## config.mk

```make
export PLATFORM = sky130hd
export DESIGN_NAME = round_robin_quantum_scheduler_unit
export DESIGN_NICKNAME = d
export VERILOG_FILES = /design/src/hw/rtl/rrqs_pkg.sv /design/src/hw/rtl/rrqs_ctrl.sv /design/src/hw/rtl/rrqs_datapath.sv /design/src/hw/rtl/round_robin_quantum_scheduler_unit.sv
export SDC_FILE = /design/constraint.sdc
export NUM_CORES = 1
export LEC_CHECK = 0
export BUFFER_PORTS_ARGS = -buffer_cell sky130_fd_sc_hd__buf_4
export CORE_ASPECT_RATIO = 0.9
export CORE_MARGIN = 8
export CORE_UTILIZATION = 48
export DETAILED_ROUTE_END_ITERATION = 10
export GPL_TIMING_DRIVEN = 0
export HOLD_SLACK_MARGIN = 0.15
export PLACE_DENSITY_LB_ADDON = 0.12
export REMOVE_ABC_BUFFERS = 1
export SYNTH_ARGS = -nofsm -noshare
export SYNTH_HDL_FRONTEND = slang
export SYNTH_SLANG_ARGS = --single-unit
```

## constraint.sdc

```tcl
create_clock -name clock -period 11.6 [get_ports clock]
set_input_delay 1.16 -clock clock [delete_from_list [all_inputs] [get_ports clock]]
set_output_delay 1.16 -clock clock [all_outputs]
set_load 0.03 [all_outputs]
```

## src/hw/rtl/rrqs_pkg.sv

```systemverilog
package rrqs_pkg;

   // Default number of entries in the ready queue.
   localparam int QUEUE_DEPTH_DEFAULT = 16;

   // Field widths of the request and response items.
   localparam int PID_W   = 16;
   localparam int TIME_W  = 16;
   localparam int TICK_W  = 32;
   localparam int FIN_W   = 5;
   localparam int ENTRY_W = PID_W + 2 * TIME_W;

   // Quantum register reset value and its place in the register map.
   localparam logic [TIME_W-1:0] QUANTUM_RESET = TIME_W'(100);
   localparam logic              REG_QUANTUM   = 1'b0;

   // Response status codes.
   typedef enum logic [2:0] {
      STATUS_REQUEUED = 3'd0,
      STATUS_FINISHED = 3'd1,
      STATUS_IDLE     = 3'd2,
      STATUS_ADDED    = 3'd3,
      STATUS_FULL     = 3'd4
   } status_type;

   // Request function codes.
   typedef enum logic {
      FUNC_ADD  = 1'b0,
      FUNC_TICK = 1'b1
   } func_type;

   // Commands from the controller to the datapath.
   typedef struct packed {
      logic capture;   // latch the accepted request
      logic commit;    // execute the request and load the response register
   } cmd_type;

endpackage

```

## src/hw/rtl/rrqs_ctrl.sv

```systemverilog
module rrqs_ctrl (
   input  logic              clock,
   input  logic              reset,
   input  logic              req_valid,
   output logic              req_stall,
   output logic              rsp_valid,
   input  logic              rsp_stall,
   output rrqs_pkg::cmd_type cmd
);
   import rrqs_pkg::*;

   typedef enum logic {
      ST_IDLE,
      ST_EXEC
   } state_type;

   state_type state_ff, state_in;
   logic      rsp_valid_ff, rsp_valid_in;

   // The response register is free when empty or being drained this cycle.
   always_comb begin
      cmd.capture = (state_ff == ST_IDLE) && req_valid;
      cmd.commit  = (state_ff == ST_EXEC) && (!rsp_valid_ff || !rsp_stall);
   end

   // Next state and response valid.
   always_comb begin
      state_in     = state_ff;
      rsp_valid_in = rsp_valid_ff && rsp_stall;
      case (state_ff)
         ST_IDLE: begin
            if (cmd.capture) state_in = ST_EXEC;
         end
         ST_EXEC: begin
            if (cmd.commit) begin
               state_in     = ST_IDLE;
               rsp_valid_in = 1'b1;
            end
         end
         default: state_in = ST_IDLE;
      endcase
   end

   always_ff @(posedge clock) begin
      if (reset) begin
         state_ff     <= ST_IDLE;
         rsp_valid_ff <= 1'b0;
      end else begin
         state_ff     <= state_in;
         rsp_valid_ff <= rsp_valid_in;
      end
   end

   assign req_stall = (state_ff != ST_IDLE);
   assign rsp_valid = rsp_valid_ff;

endmodule

```

## src/hw/rtl/rrqs_datapath.sv

```systemverilog
module rrqs_datapath #(
   parameter int QUEUE_DEPTH = rrqs_pkg::QUEUE_DEPTH_DEFAULT
) (
   input  logic                              clock,
   input  logic                              reset,
   input  rrqs_pkg::cmd_type                 cmd,
   input  logic [rrqs_pkg::TIME_W-1:0]       quantum,
   input  logic                              req_func,
   input  logic [rrqs_pkg::PID_W-1:0]        req_process_id,
   input  logic [rrqs_pkg::TIME_W-1:0]       req_burst_time,
   input  logic [rrqs_pkg::TIME_W-1:0]       req_io_time,
   output logic [2:0]                        rsp_status,
   output logic [rrqs_pkg::TICK_W-1:0]       rsp_tick_number,
   output logic [rrqs_pkg::PID_W-1:0]        rsp_dispatched_id,
   output logic [rrqs_pkg::TIME_W-1:0]       rsp_remaining_time,
   output logic [rrqs_pkg::TIME_W-1:0]       rsp_dispatched_io,
   output logic [$clog2(QUEUE_DEPTH+1)-1:0]  rsp_ready_count,
   output logic [rrqs_pkg::FIN_W-1:0]        rsp_finished_count
);
   import rrqs_pkg::*;

   localparam int IW = (QUEUE_DEPTH > 1) ? $clog2(QUEUE_DEPTH) : 1;
   localparam int CW = $clog2(QUEUE_DEPTH + 1);
   localparam logic [IW-1:0] LAST_SLOT = IW'(QUEUE_DEPTH - 1);
   localparam logic [CW:0]   DEPTH_EXT = (CW + 1)'(QUEUE_DEPTH);
   localparam logic [CW-1:0] DEPTH_CNT = CW'(QUEUE_DEPTH);

   // Ready queue storage: one entry holds {id, burst, io}.
   logic [ENTRY_W-1:0] queue_mem [QUEUE_DEPTH];
   logic [ENTRY_W-1:0] rd_data_ff;
   logic               wr_en;
   logic [ENTRY_W-1:0] wr_data;

   // Captured request.
   logic              func_ff;
   logic [PID_W-1:0]  pid_ff;
   logic [TIME_W-1:0] burst_ff;
   logic [TIME_W-1:0] io_ff;

   // Queue pointers and counters.
   logic [IW-1:0]     head_ff, head_in;
   logic [CW-1:0]     occ_ff, occ_in;
   logic [TICK_W-1:0] tick_ff, tick_in;
   logic [FIN_W-1:0]  done_ff, done_in;

   // Response register.
   status_type        status_ff, status_in;
   logic [TICK_W-1:0] out_tick_ff;
   logic [PID_W-1:0]  out_id_ff, out_id_in;
   logic [TIME_W-1:0] out_rem_ff, out_rem_in;
   logic [TIME_W-1:0] out_io_ff, out_io_in;
   logic [CW-1:0]     out_occ_ff;
   logic [FIN_W-1:0]  out_done_ff;

   // Head entry fields and quantum arithmetic.
   logic [PID_W-1:0]  head_id;
   logic [TIME_W-1:0] head_burst;
   logic [TIME_W-1:0] head_io;
   logic [TIME_W:0]   diff;
   logic              requeue;
   logic [CW:0]       tail_sum;
   logic [IW-1:0]     tail;

   assign {head_id, head_burst, head_io} = rd_data_ff;

   // A borrow or a zero difference means the burst fits in the quantum.
   assign diff    = {1'b0, head_burst} - {1'b0, quantum};
   assign requeue = !diff[TIME_W] && (diff[TIME_W-1:0] != '0);

   // The tail slot is the same for an add and for a requeue after removal.
   assign tail_sum = {1'b0, (CW)'(head_ff)} + {1'b0, occ_ff};
   always_comb begin
      if (tail_sum >= DEPTH_EXT) tail = IW'(tail_sum - DEPTH_EXT);
      else                       tail = IW'(tail_sum);
   end

   // Execute the captured request.
   always_comb begin
      head_in    = head_ff;
      occ_in     = occ_ff;
      tick_in    = tick_ff;
      done_in    = done_ff;
      wr_en      = 1'b0;
      wr_data    = {pid_ff, burst_ff, io_ff};
      status_in  = STATUS_IDLE;
      out_id_in  = '0;
      out_rem_in = '0;
      out_io_in  = '0;
      if (func_ff == FUNC_ADD) begin
         if (occ_ff == DEPTH_CNT) begin
            status_in = STATUS_FULL;
         end else begin
            wr_en     = cmd.commit;
            occ_in    = occ_ff + CW'(1);
            status_in = STATUS_ADDED;
         end
      end else begin
         tick_in = tick_ff + TICK_W'(1);
         if (occ_ff != '0) begin
            head_in   = (head_ff == LAST_SLOT) ? '0 : head_ff + IW'(1);
            out_id_in = head_id;
            out_io_in = head_io;
            if (requeue) begin
               wr_en      = cmd.commit;
               wr_data    = {head_id, diff[TIME_W-1:0], head_io};
               out_rem_in = diff[TIME_W-1:0];
               status_in  = STATUS_REQUEUED;
            end else begin
               occ_in    = occ_ff - CW'(1);
               done_in   = done_ff + FIN_W'(1);
               status_in = STATUS_FINISHED;
            end
         end
      end
   end

   // Queue memory with a registered read of the head slot.
   always_ff @(posedge clock) begin
      if (wr_en) queue_mem[tail] <= wr_data;
      rd_data_ff <= queue_mem[head_ff];
   end

   // Request and response payload registers.
   always_ff @(posedge clock) begin
      if (cmd.capture) begin
         func_ff  <= req_func;
         pid_ff   <= req_process_id;
         burst_ff <= req_burst_time;
         io_ff    <= req_io_time;
      end
      if (cmd.commit) begin
         status_ff   <= status_in;
         out_tick_ff <= tick_in;
         out_id_ff   <= out_id_in;
         out_rem_ff  <= out_rem_in;
         out_io_ff   <= out_io_in;
         out_occ_ff  <= occ_in;
         out_done_ff <= done_in;
      end
   end

   // Queue pointers and counters.
   always_ff @(posedge clock) begin
      if (reset) begin
         head_ff <= '0;
         occ_ff  <= '0;
         tick_ff <= '0;
         done_ff <= '0;
      end else if (cmd.commit) begin
         head_ff <= head_in;
         occ_ff  <= occ_in;
         tick_ff <= tick_in;
         done_ff <= done_in;
      end
   end

   assign rsp_status         = status_ff;
   assign rsp_tick_number    = out_tick_ff;
   assign rsp_dispatched_id  = out_id_ff;
   assign rsp_remaining_time = out_rem_ff;
   assign rsp_dispatched_io  = out_io_ff;
   assign rsp_ready_count    = out_occ_ff;
   assign rsp_finished_count = out_done_ff;

endmodule

```

## src/hw/rtl/round_robin_quantum_scheduler_unit.sv

```systemverilog
// Round-robin process scheduler with a fixed time quantum. An add request
// appends a process to the ready queue (status added, or rejected when full);
// a tick request advances the tick counter and dispatches the front process,
// which is requeued with its burst reduced by the quantum or finishes (idle
// when the queue is empty). Every request is first accepted while the queue
// memory reads the head slot into its output register, then decided, with the
// tail slot written for an add or a requeue. A new request is accepted the
// cycle after the response is loaded; a response held by rsp_stall delays only
// the next commit. The queue holds QUEUE_DEPTH entries and needs no
// initialization after reset. The quantum register (reset 100) sits at address
// 0 and should be written only while the scheduler is idle.
module round_robin_quantum_scheduler_unit #(
   parameter int QUEUE_DEPTH = rrqs_pkg::QUEUE_DEPTH_DEFAULT
) (
   input  logic                              clock,
   input  logic                              reset,
   input  logic                              req_valid,
   output logic                              req_stall,
   input  logic                              req_func,
   input  logic [rrqs_pkg::PID_W-1:0]        req_process_id,
   input  logic [rrqs_pkg::TIME_W-1:0]       req_burst_time,
   input  logic [rrqs_pkg::TIME_W-1:0]       req_io_time,
   output logic                              rsp_valid,
   input  logic                              rsp_stall,
   output logic [2:0]                        rsp_status,
   output logic [rrqs_pkg::TICK_W-1:0]       rsp_tick_number,
   output logic [rrqs_pkg::PID_W-1:0]        rsp_dispatched_id,
   output logic [rrqs_pkg::TIME_W-1:0]       rsp_remaining_time,
   output logic [rrqs_pkg::TIME_W-1:0]       rsp_dispatched_io,
   output logic [$clog2(QUEUE_DEPTH+1)-1:0]  rsp_ready_count,
   output logic [rrqs_pkg::FIN_W-1:0]        rsp_finished_count,
   input  logic                              csr_psel,
   input  logic                              csr_penable,
   input  logic                              csr_pwrite,
   input  logic [2:0]                        csr_paddr,
   input  logic [31:0]                       csr_pwdata,
   output logic [31:0]                       csr_prdata,
   output logic                              csr_pready
);
   import rrqs_pkg::*;

   cmd_type           cmd;
   logic [TIME_W-1:0] quantum_ff;
   logic              csr_hit;

   // Quantum register.
   assign csr_hit = (csr_paddr[2] == REG_QUANTUM);

   always_ff @(posedge clock) begin
      if (reset) begin
         quantum_ff <= QUANTUM_RESET;
      end else if (csr_psel && csr_penable && csr_pwrite && csr_pready && csr_hit) begin
         quantum_ff <= csr_pwdata[TIME_W-1:0];
      end
   end

   assign csr_pready = 1'b1;
   assign csr_prdata = csr_hit ? {(32 - TIME_W)'(0), quantum_ff} : '0;

   rrqs_ctrl u_ctrl (
      .clock     (clock),
      .reset     (reset),
      .req_valid (req_valid),
      .req_stall (req_stall),
      .rsp_valid (rsp_valid),
      .rsp_stall (rsp_stall),
      .cmd       (cmd)
   );

   rrqs_datapath #(
      .QUEUE_DEPTH (QUEUE_DEPTH)
   ) u_datapath (
      .clock              (clock),
      .reset              (reset),
      .cmd                (cmd),
      .quantum            (quantum_ff),
      .req_func           (req_func),
      .req_process_id     (req_process_id),
      .req_burst_time     (req_burst_time),
      .req_io_time        (req_io_time),
      .rsp_status         (rsp_status),
      .rsp_tick_number    (rsp_tick_number),
      .rsp_dispatched_id  (rsp_dispatched_id),
      .rsp_remaining_time (rsp_remaining_time),
      .rsp_dispatched_io  (rsp_dispatched_io),
      .rsp_ready_count    (rsp_ready_count),
      .rsp_finished_count (rsp_finished_count)
   );

`ifndef ASSERT_OFF
   // A request is never accepted and committed in the same cycle.
   a_cmd_exclusive: assert property (@(posedge clock) disable iff (reset)
      !(cmd.capture && cmd.commit))
      else $error("capture and commit in the same cycle");

   // The reported queue occupancy never exceeds the queue depth.
   a_count_bound: assert property (@(posedge clock) disable iff (reset)
      rsp_valid |-> (rsp_ready_count <= ($clog2(QUEUE_DEPTH+1))'(QUEUE_DEPTH)))
      else $error("ready count above queue depth");

   // A finished process reports no remaining time.
   a_finished_zero: assert property (@(posedge clock) disable iff (reset)
      (rsp_valid && (rsp_status == STATUS_FINISHED)) |-> (rsp_remaining_time == '0))
      else $error("finished process with remaining time");

   // An idle tick only happens on an empty queue.
   a_idle_empty: assert property (@(posedge clock) disable iff (reset)
      (rsp_valid && (rsp_status == STATUS_IDLE)) |-> (rsp_ready_count == '0))
      else $error("idle tick with a nonempty queue");
`endif

endmodule
```

Word-level counts from Yosys, hierarchy flattened
Memories as Yosys holds them, arrays and structs flattened. A register that Yosys moved wholly into a read port is not among the register bits.
Index checks and enable logic that the tools add are counted.
- flip-flop bits (word level): 206
- logic and storage cells: 77
- bits in latches: 0
- input port bits: 91
- memories kept: 1
- ROM bits: 0
- memory bits (writable): 768
- output and inout port bits: 128
- magnitude comparators: 1
- bitwise gates (word level): 2
- shift operators: 0
- reductions and logical operators: 16
- mux-type cells: 29
- divide/modulo/power cells: 0
- multiply operators: 0
- eq/ne operators: 2
- $add $sub $neg: 8
- memories (name ; depth ; width ; read ports ; clocked after memory_dff ; wr ports ; RTL line ; RTL):
    u_datapath.queue_mem ; 16 ; 48 ; 1 ; 1 ; 1 ; rrqs_datapath.sv:29 ; logic [ENTRY_W-1:0] queue_mem [QUEUE_DEPTH];
- operator list (operator ; number):
    48-bit 2-to-1 mux ; 3
    5-bit 2-to-1 mux ; 7
    32-bit by 1-bit adder with 32-bit output (second input constant) ; 1
    32-bit 2-to-1 mux ; 1
    16-bit by 16-bit subtractor with 17-bit output ; 1
    16-bit 2-to-1 mux ; 1
    16-bit nonzero test ; 1
    1-bit 2-to-1 mux ; 11
    5-bit by 1-bit adder with 5-bit output (second input constant) ; 2
    3-bit 2-to-1 mux ; 3
    4-bit 2-to-1 mux ; 2
    1-bit logical AND ; 7
    4-bit by 5-bit adder with 6-bit output ; 1
    6-bit by 5-bit >= comparator with 1-bit output (second input constant) ; 1
    3-bit AND reduction ; 2
    5-bit equality test (second input constant) ; 1
    5-bit nonzero test ; 1
    5-bit by 1-bit subtractor with 5-bit output (second input constant) ; 1
    4-bit by 1-bit adder with 4-bit output (second input constant) ; 1
    4-bit equality test (second input constant) ; 1
    4-bit by 1-bit subtractor with 4-bit output (second input constant) ; 1
    1-bit logical NOT ; 3
    1-bit NOT ; 2
    1-bit case mux with 2 select lines ; 1
    other kinds (2) ; 2

Depth between registers and ports, before layout
- depth after elaboration: 8
- depth in mapped cells: 14
- mapped depth without buffers: 12

By module
A second synthesis with hierarchy kept.
- cell total of the unflattened synthesis: 2031
- area total of the unflattened synthesis: 39903.3 µm²
- by module, submodules not included (module ; instances ; seq. area each (µm²) ; area an instance (µm²) ; cells an instance):
    rrqs_datapath ; 1 ; 29208.0 ; 38838.5 ; 1916
    round_robin_quantum_scheduler_unit ; 1 ; 320.3 ; 972.2 ; 106
    rrqs_ctrl ; 1 ; 40.0 ; 92.6 ; 9

Worst setup path after synthesis
No wires, ideal clock.
- kind: input port to flip-flop
- start: in rsp_stall
- end: mem u_datapath.queue_mem[2][0] (netlist bit) (enable)
- stages: 7
- path slack: 4.002 ns
- data required time: 11.146 ns
- arrival time: 7.145 ns
- setup time: 0.454 ns
- cell sequence: nand2_1 nand2_1 inv_1 clkbuf_1 buf_1 nand3_1 nor2_1
- RTL lines (what ; RTL line ; RTL):
    from (decl) ; round_robin_quantum_scheduler_unit.sv:24 ; input logic rsp_stall,
    to (decl) ; rrqs_datapath.sv:29 ;

Final worst setup path
- start: reg quantum_ff[1]
- end: mem u_datapath.queue_mem[13][3] (netlist bit) (enable)
- longest elaborated chain between the ends: 8
- elaborated cells on any way between the ends: 9
- classes of those cells: add/sub: 1; mux: 5; reduce/logical: 3
- ends and longest elaborated chain (what ; RTL line ; RTL):
    from (decl) ; round_robin_quantum_scheduler_unit.sv:43 ; logic [TIME_W-1:0] quantum_ff;
    from (signal assigned) ; round_robin_quantum_scheduler_unit.sv:53 ; quantum_ff <= csr_pwdata[TIME_W-1:0];
    16-bit by 16-bit subtractor with 17-bit output * ; rrqs_datapath.sv:67 ; assign diff = {1'b0, head_burst} - {1'b0, quantum};
    16-bit nonzero test or 1-bit logical NOT (tied branches) ; rrqs_datapath.sv:68 ; assign requeue = !diff[TIME_W] && (diff[TIME_W-1:0] != '0);
    1-bit logical AND * ; rrqs_datapath.sv:68 ;
    1-bit 2-to-1 mux * ; rrqs_datapath.sv:103 ; if (requeue) begin
    1-bit 2-to-1 mux * ; rrqs_datapath.sv:99 ; if (occ_ff != '0) begin
    1-bit 2-to-1 mux * ; rrqs_datapath.sv:89 ; if (func_ff == FUNC_ADD) begin
    1-bit 2-to-1 mux * ; rrqs_datapath.sv:119 ; if (wr_en) queue_mem[tail] <= wr_data;
    1-bit 2-to-1 mux (implied by the code) * ; rrqs_datapath.sv:119 ;
Every way passes the cells marked *; elsewhere a longest branch is shown, timed or not.

==> flow_metrics.env <==
export IMPL_fin_skew_ns=0.02770
export IMPL_peakVddDrop_mv=0.1109
export IMPL_cp_max_fo=28
export IMPL_die_area_sq_um=92020
export IMPL_worst_pin_slew_ns=1.045
export IMPL_pre_cts_ws_ns=6.438
export IMPL_grt_use_total_pct=18.62
export IMPL_p_int_mw=6.290
export IMPL_ios=219
export IMPL_status="completed"
export IMPL_die_width_microns=318.9
export IMPL_via_per_inst=5.722
export IMPL_async_flop_share_pct=0
export IMPL_dpl_cell_area_sq_um=43190
export IMPL_relSlewSlack_pct=30.18
export IMPL_routabilityCongestion=0.8251
export IMPL_fmax_mhz=194.2
export IMPL_postCtsResizedCells=0
export IMPL_cts_made_buffers=102
export IMPL_r2r_start="quantum_ff[1]"
export IMPL_finalCritPeriodShare_pct=44.40
export IMPL_final_common_cell="edfxtp_1"
export IMPL_synth_area_sq_um=39630
export IMPL_rows=100
export IMPL_startpoint_type="flip-flop"
export IMPL_reg2reg_to="u_datapath.queue_mem[13][3]"
export IMPL_timing_reg2reg_worst_path_depth=13
export IMPL_required_ns=11.95
export IMPL_die_y_microns=288.6
export IMPL_clock_power_share_pct=40.7
export IMPL_p_per_area_nw_per_um2=172.4
export IMPL_grt_max_degree=70
export IMPL_fill_cells=6065
export IMPL_swShare_pct=21.58
export IMPL_htree_num_levels=3
export IMPL_yosysSeqAreaShare_pct=74.62
export IMPL_clk_pin_slew_ns=0.06
export IMPL_core_area_sq_um=82200
export IMPL_area_growth_pct=17.44
export IMPL_ys_flop_type="edfxtp_1"
export IMPL_fin_ws_ns=6.450
export IMPL_finalSetupViolations=0
export IMPL_seq_power_share_pct=52.4
export IMPL_hold_viol=0
export IMPL_ys_types=68
export IMPL_cap_violations=0
export IMPL_detail_route_antenna_nets=0
export IMPL_yosysWarningCount=0
export IMPL_grt_pass1_wl_microns=128900
export IMPL_postCtsHoldBufs=0
export IMPL_fin_tns_setup_ns=0
export IMPL_setup_worst_path_end_class="flip-flop"
export IMPL_grt_antenna_before_repair=0
export IMPL_whs_path_depth=2
export IMPL_drt_first_pass_iters=5
export IMPL_rrSetupSlack_ns=6.45
export IMPL_initial_core_util_pct=48.21
export IMPL_multi_input_area_sq_um=9600
export IMPL_dp_hpwl_microns=52540
export IMPL_drive_gt1_share_pct=28.60
export IMPL_clock_sinks=1022
export IMPL_holdPathEnd="quantum_ff[11]"
export IMPL_rsz0062_at_grt="false"
export IMPL_nets=2380
export IMPL_portBuffers=183
export IMPL_layout_cell_area_non_filler_sq_um=46540
export IMPL_cts_root_buffer="clkbuf_16"
export IMPL_grt_pass1_vias=20260
export IMPL_cts_root_to_sink_buffers=3
export IMPL_hold_start="quantum_ff[11]"
export IMPL_hp_class="reg -> reg"
export IMPL_wl_microns=86710
export IMPL_total_power_mw=8.021
export IMPL_synthCells=2028
export IMPL_clk_latency_ns=0.65
export IMPL_synth_edf_count=910
export IMPL_p_leak_nw=15.08
export IMPL_min_period_ns=5.150
export IMPL_cts_setup_buffers=0
export IMPL_wl_per_cell_microns=25.34
export IMPL_crit_arrival_ns=5.50
export IMPL_switchingPower_mw=1.731
export IMPL_seqCellArea_sq_um=29580
export IMPL_via_count=19580
export IMPL_cts_tree="done"
export IMPL_holdWs_ns=0.4595
export IMPL_crit_type="reg -> reg"
export IMPL_drc=0
export IMPL_ys_ff_latch=1022
export IMPL_layout_common_cells="910 x edfxtp_1, 240 x mux4_2, 183 x buf_4"
export IMPL_first_iter_violations=1611
export IMPL_finalMaxSlewViolations=0
export IMPL_synth_area_per_cell_sq_um=19.54
export IMPL_overflow=0
export IMPL_pwr_share_comb_pct=6.9
area by class of cell:
type	count	share of cell area, %
well taps	1071	2.880
multi-input cells	877	20.63
flip-flops and latches	1022	63.57
clock inverters	43	0.9948
diodes	1	0.005377
clock buffers	148	6.184
repair buffers	234	5.517
inverters	26	0.2205
how the worst max path moves through the flow:
| stage | from | end | slack, ns | cells past startpoint |
|---|---|---|---|---|
| floorplan | u_datapath.head_ff[0] | u_datapath.queue_mem[6][0] | -0.21 | 5 |
| global placement | u_datapath.head_ff[0] | u_datapath.queue_mem[14][15] | -7.52 | 5 |
| detailed placement | quantum_ff[0] | u_datapath.queue_mem[13][15] | 6.44 | 13 |
| CTS | quantum_ff[1] | u_datapath.queue_mem[13][34] | 6.45 | 13 |
| global route | quantum_ff[0] | u_datapath.queue_mem[13][27] | 6.18 | 13 |
| finish | quantum_ff[1] | u_datapath.queue_mem[13][3] | 6.45 | 13 |
metal layers:
| metal | share of wire [%] | track usage [%] | vias to the layer above |
|---|---|---|---|
| met4 | 2.4 | 5.422 | 0 |
| met1 | 44 | 25.85 | 10330 |
| met2 | 48 | 30.48 | 532 |
| li1 | - | - | 8576 |
| met3 | 5.2 | 3.214 | 142 |
| met5 | 0 | 0 | - |
power groups by stage:
stage	clock, mW	sequential (mW)	combinational (mW)
floorplan	0	4.33	0.312
global placement	0	4.31	0.534
detailed placement	0	4.28	0.562
CTS	3.34	4.20	0.564
global route	3.46	4.21	0.605
finish	3.26	4.20	0.557
stage by stage:
stage               std cells  util, %
finish                   3422    56.61
global route             3421    56.61
CTS                      3421    56.61
detailed placement       3230    52.54
global placement         3179    50.91
floorplan                1925        -
cell usage after synthesis (all sizes together), types with 23 or more instances:
| master | instances | share of area [%] |
|---|---|---|
| edfxtp | 910 | 69 |
| mux4 | 240 | 14 |
| dfxtp | 112 | 5.7 |
| nor2 | 105 | 0.99 |
| nand2 | 88 | 0.83 |
| clkbuf | 69 | 0.65 |
| a21oi | 51 | 0.64 |
| buf | 49 | 0.74 |
| mux2 | 39 | 1.1 |
| xor2 | 39 | 0.86 |
| and2 | 38 | 0.60 |
| xnor2 | 34 | 0.75 |
| inv | 26 | 0.25 |
| nand3 | 26 | 0.33 |
| a21o | 24 | 0.45 |
| ha | 24 | 0.76 |
| o21ai | 23 | 0.29 |
critical path: stages (launching register included):
cell and delay, ns:
dfxtp_1 0.40, inv_1 0.08, ha_1 0.31, nor2b_1 0.15, o2111ai_1 0.40, a21oi_1 0.18, o21a_1 0.24, o311ai_1 0.43
nor4_2 0.15, or3_4 0.64, a211o_1 0.53, nor2_4 0.79, buf_12 0.29, buf_16 0.20
kinds of logic after synthesis:
logic type	count (synthesis)	synth area share, %
DFF	1022	74.62
and+or+nand+nor	331	3.956
muxes	279	14.75
AOI/OAI and AO/OA	151	2.551
buffers and inverters	144	1.636
xor gates and xnor gates	73	1.613
adders and majority gates	26	0.8588
other	2	0.01895
state kept, by name (all words and copies together), names as in the netlist, 32 cells and up:
name	cells
u_datapath.queue_mem	768
u_datapath.rd_data_ff	48
u_datapath.rsp_tick_number	32
u_datapath.tick_ff	32
Power figures use the tool's default switching activity.
